===== config.mk =====
export PLATFORM = sky130hd
export DESIGN_NAME = sync_hunt_frame_deframer
export DESIGN_NICKNAME = d
export VERILOG_FILES = /design/src/hw/rtl/shd_pkg.sv /design/src/hw/rtl/shd_in_stage.sv /design/src/hw/rtl/shd_core.sv /design/src/hw/rtl/sync_hunt_frame_deframer.sv
export SDC_FILE = /design/constraint.sdc
export NUM_CORES = 1
export LEC_CHECK = 0
export BUFFER_PORTS_ARGS = -buffer_cell sky130_fd_sc_hd__buf_4
export CORE_AREA = 10 10 116 144
export DETAILED_ROUTE_END_ITERATION = 7
export DIE_AREA = 0 0 126 154
export PLACE_DENSITY = 0.75
export SYNTH_ARGS = -nofsm -noshare
export SYNTH_HDL_FRONTEND = slang
export SYNTH_SLANG_ARGS = --single-unit

===== constraint.sdc =====
create_clock -name clk_i -period 3.2 [get_ports clk_i]
set_input_delay 0.32 -clock clk_i [delete_from_list [all_inputs] [get_ports clk_i]]
set_output_delay 0.32 -clock clk_i [all_outputs]
set_load 0.05 [all_outputs]

===== src/hw/rtl/shd_pkg.sv =====
// Shared constants and types for the sync-hunt frame deframer.
package shd_pkg;

  localparam int unsigned SyncLen       = 4;
  localparam int unsigned PayloadKeep   = 8;
  localparam int unsigned FrameBytesDef = 12;
  localparam int unsigned ByteW         = 8;
  localparam int unsigned WordW         = 32;
  localparam int unsigned TallyW        = 16;
  localparam int unsigned AddW          = 3;

  localparam logic [ByteW-1:0] SyncByte0 = 8'h00;
  localparam logic [ByteW-1:0] SyncByte1 = 8'hAC;
  localparam logic [ByteW-1:0] SyncByte2 = 8'hDD;
  localparam logic [ByteW-1:0] SyncByte3 = 8'hDD;

  localparam logic [TallyW-1:0] TallyMax = {TallyW{1'b1}};

  // hunt progress: number of sync bytes matched, then frame collection
  typedef enum logic [4:0] {
    StMatch0  = 5'b00001,
    StMatch1  = 5'b00010,
    StMatch2  = 5'b00100,
    StMatch3  = 5'b01000,
    StCollect = 5'b10000
  } hunt_state_e;

  typedef struct packed {
    logic signed [WordW-1:0] rotor_position;
    logic        [WordW-1:0] encoder_count;
    logic        [TallyW-1:0] discarded_bytes;
  } result_t;

endpackage


===== src/hw/rtl/shd_in_stage.sv =====
// Input register: holds one received byte until the core consumes it.
module shd_in_stage (
  input  logic                     clk_i,
  input  logic                     rst_ni,
  input  logic                     in_valid_i,
  output logic                     in_ready_o,
  input  logic [shd_pkg::ByteW-1:0] rx_byte_i,
  input  logic                     consume_i,
  output logic                     valid_o,
  output logic [shd_pkg::ByteW-1:0] byte_o
);
  import shd_pkg::*;

  logic             valid_q;
  logic [ByteW-1:0] byte_q;

  assign in_ready_o = !valid_q || consume_i;
  assign valid_o    = valid_q;
  assign byte_o     = byte_q;

  always_ff @(posedge clk_i or negedge rst_ni) begin
    if (!rst_ni) begin
      valid_q <= 1'b0;
    end else if (in_ready_o) begin
      valid_q <= in_valid_i;
    end
  end

  always_ff @(posedge clk_i) begin
    if (in_valid_i && in_ready_o) begin
      byte_q <= rx_byte_i;
    end
  end

endmodule


===== src/hw/rtl/shd_core.sv =====
// Sync hunter, discard tally and payload assembly; one byte per step.
module shd_core #(
  parameter int unsigned FRAME_BYTES = shd_pkg::FrameBytesDef
) (
  input  logic                      clk_i,
  input  logic                      rst_ni,
  input  logic                      step_i,
  input  logic [shd_pkg::ByteW-1:0] byte_i,
  output logic                      last_beat_o,
  output shd_pkg::result_t          res_o
);
  import shd_pkg::*;

  localparam int unsigned IdxW = $clog2(FRAME_BYTES);
  localparam logic [IdxW-1:0] IdxFirst = IdxW'(SyncLen);
  localparam logic [IdxW-1:0] IdxLast  = IdxW'(FRAME_BYTES - 1);
  localparam logic [IdxW-1:0] IdxKeep  = IdxW'(SyncLen + PayloadKeep);

  hunt_state_e       state_q, state_d;
  logic [IdxW-1:0]   idx_q, idx_d;
  logic [TallyW-1:0] tally_q, tally_d;
  logic [ByteW-1:0]  lane_q [PayloadKeep];
  logic [IdxW-1:0]   lane_off;
  logic [2:0]        lane_sel;
  logic              lane_we;
  logic [AddW-1:0]   add_amt;
  logic              add_en;
  logic [TallyW:0]   tally_sum;
  logic [TallyW-1:0] tally_sat;
  logic              is_zero;

  assign is_zero     = (byte_i == SyncByte0);
  assign last_beat_o = (state_q == StCollect) && (idx_q == IdxLast);
  assign lane_off    = idx_q - IdxFirst;
  assign lane_sel    = lane_off[2:0];
  assign lane_we     = step_i && (state_q == StCollect) && (idx_q < IdxKeep);

  assign tally_sum = {1'b0, tally_q} + (TallyW + 1)'(add_amt);
  assign tally_sat = tally_sum[TallyW] ? TallyMax : tally_sum[TallyW-1:0];

  // partial match lost: matched bytes are discarded, and the new byte too
  // unless it can open a fresh sync
  always_comb begin
    state_d = state_q;
    idx_d   = idx_q;
    add_amt = '0;
    add_en  = 1'b0;
    unique case (state_q)
      StMatch0: begin
        if (is_zero) begin
          state_d = StMatch1;
        end else begin
          add_en  = 1'b1;
          add_amt = AddW'(1);
        end
      end
      StMatch1: begin
        if (byte_i == SyncByte1) begin
          state_d = StMatch2;
        end else begin
          add_en  = 1'b1;
          add_amt = is_zero ? AddW'(1) : AddW'(2);
          state_d = is_zero ? StMatch1 : StMatch0;
        end
      end
      StMatch2: begin
        if (byte_i == SyncByte2) begin
          state_d = StMatch3;
        end else begin
          add_en  = 1'b1;
          add_amt = is_zero ? AddW'(2) : AddW'(3);
          state_d = is_zero ? StMatch1 : StMatch0;
        end
      end
      StMatch3: begin
        if (byte_i == SyncByte3) begin
          state_d = StCollect;
          idx_d   = IdxFirst;
        end else begin
          add_en  = 1'b1;
          add_amt = is_zero ? AddW'(3) : AddW'(4);
          state_d = is_zero ? StMatch1 : StMatch0;
        end
      end
      StCollect: begin
        if (idx_q == IdxLast) begin
          state_d = StMatch0;
          idx_d   = '0;
        end else begin
          idx_d = idx_q + IdxW'(1);
        end
      end
      default: begin
        state_d = StMatch0;
        idx_d   = '0;
      end
    endcase
  end

  always_comb begin
    tally_d = tally_q;
    if (add_en) begin
      tally_d = tally_sat;
    end else if (last_beat_o) begin
      tally_d = '0;
    end
  end

  always_ff @(posedge clk_i or negedge rst_ni) begin
    if (!rst_ni) begin
      state_q <= StMatch0;
      idx_q   <= '0;
      tally_q <= '0;
    end else if (step_i) begin
      state_q <= state_d;
      idx_q   <= idx_d;
      tally_q <= tally_d;
    end
  end

  // every lane is rewritten before frame end, so no clear at sync
  always_ff @(posedge clk_i) begin
    if (lane_we) begin
      lane_q[lane_sel] <= byte_i;
    end
  end

  // last frame byte never lands in a kept lane when the frame is longer
  // than twelve bytes; for exactly twelve it is lane seven, bypassed here
  always_comb begin
    logic [ByteW-1:0] top_lane;
    top_lane = (lane_we && (lane_sel == 3'd7)) ? byte_i : lane_q[7];
    res_o.rotor_position  = {lane_q[3], lane_q[2], lane_q[1], lane_q[0]};
    res_o.encoder_count   = {top_lane, lane_q[6], lane_q[5], lane_q[4]};
    res_o.discarded_bytes = tally_q;
  end

endmodule


===== src/hw/rtl/sync_hunt_frame_deframer.sv =====
// Top level of the sync-hunt frame deframer: input register, core, result register.
//
//   channel  | handshake              | beat contents
//   ---------+------------------------+-----------------------------------------
//   in       | in_valid_i/in_ready_o  | rx_byte_i
//   out      | out_valid_o/out_ready_i| rotor_position_o, encoder_count_o,
//            |                        | discarded_bytes_o
//
// One byte per cycle sustained, except while a frame-ending byte is stalled. A
// beat is registered in the input register and then processed by the core; a
// frame's result is valid the cycle after its last byte is processed.
// Reset clears the hunt state, frame index, discard tally and both valid flags.
// Only the last byte of a frame waits in the input register, and only while
// the result register still holds an untaken result; other bytes flow on.
module sync_hunt_frame_deframer #(
  parameter int unsigned FRAME_BYTES = shd_pkg::FrameBytesDef
) (
  input  logic                              clk_i,
  input  logic                              rst_ni,
  input  logic                              in_valid_i,
  output logic                              in_ready_o,
  input  logic [shd_pkg::ByteW-1:0]         rx_byte_i,
  output logic                              out_valid_o,
  input  logic                              out_ready_i,
  output logic signed [shd_pkg::WordW-1:0]  rotor_position_o,
  output logic [shd_pkg::WordW-1:0]         encoder_count_o,
  output logic [shd_pkg::TallyW-1:0]        discarded_bytes_o
);
  import shd_pkg::*;

  logic             byte_valid;
  logic [ByteW-1:0] byte_held;
  logic             last_beat;
  logic             stall;
  logic             advance;
  logic             out_load;
  logic             out_valid_q;
  result_t          res_core;
  result_t          res_q;

  shd_in_stage u_in_stage (
    .clk_i     (clk_i),
    .rst_ni    (rst_ni),
    .in_valid_i(in_valid_i),
    .in_ready_o(in_ready_o),
    .rx_byte_i (rx_byte_i),
    .consume_i (advance),
    .valid_o   (byte_valid),
    .byte_o    (byte_held)
  );

  shd_core #(
    .FRAME_BYTES(FRAME_BYTES)
  ) u_core (
    .clk_i      (clk_i),
    .rst_ni     (rst_ni),
    .step_i     (advance),
    .byte_i     (byte_held),
    .last_beat_o(last_beat),
    .res_o      (res_core)
  );

  // hold back only a frame-ending byte when the result slot is occupied and not being taken
  assign stall    = last_beat && out_valid_q && !out_ready_i;
  assign advance  = byte_valid && !stall;
  assign out_load = advance && last_beat;

  always_ff @(posedge clk_i or negedge rst_ni) begin
    if (!rst_ni) begin
      out_valid_q <= 1'b0;
    end else if (out_load) begin
      out_valid_q <= 1'b1;
    end else if (out_ready_i) begin
      out_valid_q <= 1'b0;
    end
  end

  always_ff @(posedge clk_i) begin
    if (out_load) begin
      res_q <= res_core;
    end
  end

  assign out_valid_o       = out_valid_q;
  assign rotor_position_o  = res_q.rotor_position;
  assign encoder_count_o   = res_q.encoder_count;
  assign discarded_bytes_o = res_q.discarded_bytes;

  // a pending result is never overwritten
  assert property (@(posedge clk_i) disable iff (!rst_ni)
    (out_valid_q && !out_ready_i) |-> !out_load)
    else $error("result register overwritten while held");

  // after a frame completes the core is back to hunting
  assert property (@(posedge clk_i) disable iff (!rst_ni)
    out_load |=> !last_beat)
    else $error("core still at frame end after emitting");

  // a byte held back by the core stays in the input register
  assert property (@(posedge clk_i) disable iff (!rst_ni)
    (byte_valid && !advance) |=> (byte_valid && $stable(byte_held)))
    else $error("stalled byte lost from input register");

endmodule


# Yosys cells after proc, flatten, opt, wreduce, memory -nomap -nowiden
# Memories as Yosys holds them, arrays and structs flattened. A register that Yosys moved wholly into a read port is not among the register bits.
# Index checks and enable logic that the tools add are counted.
op_classes:
  n_reduce_logical: 20
  n_addsub: 3
  n_bitwise: 1
  muxes: 29
  n_eq_ne: 11
  n_lt_le_gt_ge: 1
ops:
  columns: ["cell", "count"]
  rows:
  - ["two-way mux 16 bit", 3]
  - ["two-way mux 5 bit", 5]
  - ["one-hot mux 5 bit (5 select lines)", 1]
  - ["adder 16 x 3 -> 17 bit", 1]
  - ["equality test 8 bit (second input constant)", 2]
  - ["two-way mux 3 bit", 4]
  - ["one-hot mux 3 bit (4 select lines)", 1]
  - ["one-hot mux 4 bit (3 select lines)", 1]
  - ["two-way mux 1 bit", 9]
  - ["logical AND 1 bit", 8]
  - ["logical NOT 8 bit", 1]
  - ["two-way mux 4 bit", 2]
  - ["AND reduction 3 bit", 2]
  - ["equality test 5 x 1 -> 1 bit (second input constant)", 1]
  - ["equality test 5 x 2 -> 1 bit (second input constant)", 1]
  - ["equality test 5 x 3 -> 1 bit (second input constant)", 1]
  - ["equality test 5 x 4 -> 1 bit (second input constant)", 1]
  - ["equality test 5 bit (second input constant)", 1]
  - ["adder 4 x 1 -> 4 bit (second input constant)", 1]
  - ["equality test 4 bit (second input constant)", 1]
  - ["< comparator 4 bit (second input constant)", 1]
  - ["two-way mux 2 bit", 2]
  - ["inequality test 2 x 1 -> 1 bit (second input constant)", 2]
  - ["nonzero test 2 bit", 2]
  - ["other kinds (9)", 11]
word_totals:
  ramBits: 64
  in_bits: 12
  output_inout_bits: 82
  word_cells: 73
  regBits: 51
  memories: 1
memory_table:
  columns: ["name", "words", "word_bits", "read_ports", "rd_clocked_by_memory_dff", "write_ports", "line", "source"]
  rows:
  - ["u_core.lane_q", 8, 8, 8, 8, 1, "shd_core.sv:22", "logic [ByteW-1:0] lane_q [PayloadKeep];"]

# Longest topological paths before layout
depth:
  ltp_word: 10
  ltp_mapped: 13

# Cells and area by module
# A second synthesis with hierarchy kept.
hier_totals:
  hier_cells: 390
  area_unflattened_um2: 6656.4
by_module_without_submodules:
  columns: ["module", "instances", "area_each_um2", "seq_area_each_um2", "cells_each"]
  rows:
  - ["shd_core", 1, 3896.2, 2548.7, 292]
  - ["sync_hunt_frame_deframer", 1, 2466.1, 2427.3, 86]
  - ["shd_in_stage", 1, 294.0, 265.3, 12]

# Worst setup path after synthesis
# Ideal clock, no wire load.
synth_path:
  path_kind: "register to register"
  startpoint: "register u_in_stage.byte_q[6], in the netlist u_in_stage.byte_o[6]"
  endpoint: "register u_core.tally_q[10]"
  required_time_ps: 3006
  period_less_slack_ps: 3446
  path_buffers: 1
  setup_slack_ps: -246
  arrival_time_ps: 3252
  path_stages_with_launch: 12
  path_cell_list: "edfxtp_1 -> or4_1 -> o2111a_1 -> o31a_1 -> ha_1 -> fa_1 -> a21oi_1 -> or3_1 -> clkbuf_1 -> nor2_1 -> nor3_1 -> a211oi_2"
synth_between:
  elab_chain_len: 7
synth_rtl:
  columns: ["element", "line", "source"]
  rows:
  - ["start: declaration", "shd_in_stage.sv:15", "logic [ByteW-1:0] byte_q;"]
  - ["start signal: assignment", "shd_in_stage.sv:31", "byte_q <= rx_byte_i;"]
  - ["logical NOT 8 bit", "shd_core.sv:32", "assign is_zero = (byte_i == SyncByte0);"]
  - ["two-way mux 3 bit (tied with other cells)", "shd_core.sv:81", "add_amt = is_zero ? AddW'(3) : AddW'(4);"]
  - ["two-way mux 3 bit, on equally long branches", "shd_core.sv:76, shd_core.sv:58, shd_core.sv:67", null]
  - ["one-hot mux 3 bit (4 select lines)", "shd_core.sv:48", "unique case (state_q)"]
  - ["adder 16 x 3 -> 17 bit", "shd_core.sv:38", "assign tally_sum = {1'b0, tally_q} + (TallyW + 1)'(add_amt);"]
  - ["two-way mux 16 bit", "shd_core.sv:39", "assign tally_sat = tally_sum[TallyW] ? TallyMax : tally_sum[TallyW-1:0];"]
  - ["two-way mux 16 bit", "shd_core.sv:102", "if (add_en) begin"]
  - ["end signal: assignment", "shd_core.sv:117", "tally_q <= tally_d;"]
  - ["end: declaration", "shd_core.sv:21", "logic [TallyW-1:0] tally_q, tally_d;"]
# Several ways; a longest one is shown, not always the timed one.
# A chain may end at the register's enable or synchronous reset.

# Final worst setup path
layout_path:
  startpoint: "register u_in_stage.byte_q[3], in the netlist u_in_stage.byte_o[3]"
  endpoint: "register u_core.tally_q[13]"
# The elaborated chain is that of the path after synthesis.

==> results_dict.tcl <==
set metrics [dict create \
    timing.rr.start "u_in_stage.byte_o[3]" \
    route.detailed.drc 0 \
    fin_skew_ns 0.01069 \
    final_cell_area_um2 8856 \
    syn-cell-area_um2 7093 \
    finalCriticalPeriod_ns 3.132 \
    synth_warnings 0 \
    grt_util_all_layers_pct 15.00 \
    vdd_drop_max_v 0.0004198 \
    cp.arrival_ns 3.41 \
    max-slew-margin-rel_pct 52.87 \
    drive_gt1_share_pct 39.72 \
    ios 94 \
    synth_enable_flop_cells 152 \
    yosysMostFrequentCell "edfxtp_1" \
    powerDensity_nw_per_um2 605.4 \
    synthTopCellsByArea "edfxtp_1 (64%), dfrtp_1 (9.2%), mux2_2 (7.3%)" \
    coreArea_um2 13810 \
    place_area_um2 8130 \
    dieWidth_um 126 \
    syn_avg_cell_area_um2 16.19 \
    min_to "u_in_stage.byte_o[2]" \
    portBuffers 93 \
    cp_max_fo 16 \
    synth_top_area_share_pct 64.35 \
    die_area_um2 19400 \
    synth-xor-area-share_pct 0.3704 \
    fin_crit_sh_pct 97.88 \
    min_path_type "in2reg" \
    end_kind "register" \
    dp.cells 711 \
    hold_ws_ns 0.07568 \
    yosys.area_share.simple_pct 7.162 \
    ys_seq_elements 179 \
    fmax_ghz 0.3193 \
    critPathRequiredTime_ns 3.48 \
    hold_viol 0 \
    synth_compound_area_share_pct 6.897 \
    drv_cap 0 \
    yosysUniqueCellTypes 55 \
    grt_max_degree 68 \
    setup_violations 0 \
    syn_inst 438 \
    synth_top_family_by_area "multiplexers" \
    synth-seq-area-share_pct 73.89 \
    clock_latency_ns 0.42 \
    clock_sinks 179 \
    crit_path_start "u_in_stage.byte_o[3]" \
    via_per_inst 5.708 \
    cts_made_buffers 17 \
    final_util_pct 64.11 \
    reg2reg_slack_ns 0.07 \
    synthAdderAreaFrac_pct 1.870 \
    synth-async-reset-ratio_pct 15.08 \
    rr_endpoint "u_core.tally_q[13]" \
    root_buffer "clkbuf_16" \
    grt_overflow 0 \
    synth.area.mux_share_pct 8.079 \
    p_total_mw 5.361 \
    die_y_um 154 \
    seqCellArea_um2 5241 \
    drt_first_iter_violations 374 \
    clk_pin_slew_ns 0.07 \
    yosys-top-cells-count "edfxtp_1 (152), mux2_2 (46), dfrtp_1 (26)" \
    worst_pin_slew_ns 0.7044 \
    leakagePower_nw 3.184 \
    grt_pass1_vias 4336 \
    antenna_cells 0 \
    drt_wl_total_um 14840 \
    whs_path_depth 1 \
    syn_to_final_growth_pct 24.85 \
    worstHoldStart "rx_byte_i[2]" \
    detail_route.wl_per_cell_um 19.81 \
    antenna_found_initial 0 \
    final_cells 749 \
    hpwlAfterDp_um 9919 \
    drv_slew 0 \
    synth_ff_type "edfxtp_1" \
    layout.nets 583 \
    synth_nets 460 \
    clk_path_buf_depth 2 \
    crit_path_start_kind "register" \
    initial_core_util_pct 51.35 \
    multiInputGateArea_um2 1827 \
    tritoncts "built" \
    gp_congestion 0.8936 \
    grt_pass1_wl_um 23160 \
    synth_area_leader_cell "edfxtp_1" \
    first_pass_iters 5 \
    reg2regPathDepth 14 \
    n_fill_cell 967 \
    outcome "finished clean" \
    vias 4275 \
    rows 48 \
    ant_nets 0 \
    cts_max_level 4 \
    crit_type "reg2reg" \
]
## registers in the layout, indices dropped and copies added, names as in the netlist
register / count
discarded_bytes_o: 16
u_core.idx_q: 4
rotor_position_o: 32
u_in_stage.valid_o: 1
u_core.state_q: 5
u_in_stage.byte_o: 8
out_valid_o: 1
u_core.tally_q: 16
u_core.lane_q: 64
encoder_count_o: 32
## cell usage in the layout (no fill, tap or decap), types with 4 or more instances in the layout
cell       instances
edfxtp_1         152
buf_4            119
mux2_2            46
dfrtp_1           26
nand2_1           23
nor2_1            21
clkbuf_16         17
nor3_1            12
o21ai_0           10
inv_1              9
a31oi_1            9
ha_1               8
a211oi_1           7
nand3_1            5
and2_1             5
o211ai_1           5
a41oi_1            5
nor2b_1            4
mux2_1             4
a21oi_1            4
inv_6              4
inv_8              4
## stage by stage
stage	setup slack, ns	setup TNS [ns]
after floorplan	0.000001332	0
after global placement	0.09071	0
after detailed placement	-0.03955	-0.03955
after CTS	0.01361	0
after global routing	-0.09805	-0.7937
final	0.06788	0
## worst max-delay path, stage by stage (launching register included)
cell and delay (ns):
edfxtp_1 0.42, buf_6 0.20, nand3_1 0.13, nor4_1 0.27, buf_4 0.20, nor2_1 0.04, o31a_1 0.28, ha_2 0.20
fa_2 0.38, a21oi_2 0.17, or3_4 0.16, buf_6 0.14, nor2_4 0.06, o211ai_1 0.23, a221oi_2 0.10
## how the worst max path moves through the flow
stage / to / slack (ns) / cells after the start
floorplan: u_core.tally_q[15] / 0.000001 / 10
CTS: u_core.tally_q[10] / 0.01 / 11
finish: u_core.tally_q[13] / 0.07 / 14
global placement: u_core.tally_q[15] / 0.09 / 9
detailed placement: u_core.tally_q[13] / -0.04 / 9
global route: u_core.tally_q[13] / -0.1 / 14
## final cells by class
class / instances / share of cell area [%]
clock buffer: 17 / 4.804
clock inverter: 15 / 1.794
inverter: 10 / 0.4380
multi-input combinational: 230 / 20.63
sequential: 179 / 59.18
tap: 175 / 2.472
timing repair buffer: 123 / 10.68
## cell families (layout without fill, tap and decap cells)
| family | after synthesis | in the layout |
|---|---|---|
| muxes | 51 | 51 |
| adders and majority gates | 10 | 10 |
| buffers and inverters | 29 | 165 |
| AOI/OAI and AO/OA | 65 | 65 |
| and+or+nand+nor | 101 | 101 |
| DFF | 179 | 179 |
| xor gates and xnor gates | 3 | 3 |
## power by group
part / leakage [nW] / switching, mW / total (mW) / internal (mW)
logic: 1.18 / 0.395 / 0.683 / 0.288
registers: 1.72 / 0.0877 / 2.68 / 2.60
clock network: 0.285 / 0.949 / 1.99 / 1.04
total: 3.18 / 1.43 / 5.36 / 3.93
## repair_timing
action                                 in CTS  in global routing
hold buffers                                1                  0
buffers inserted                            0                  5
setup endpoints to repair                   2                 15
resized for setup                           3                 17
cloned                                      0                  0
endpoints found under the hold margin      26                  0
pin swaps                                   0                  3
## layer usage
metal  part of all wire [%]  up-vias  track usage [%]
met5                      0        -                0
met4                    2.3        0            6.301
met3                    6.4       27            4.644
met2                     51      173            25.60
met1                     40     2126            16.98
li1                       -     1949                -
Note: power is estimated with default switching activity, not from simulation.
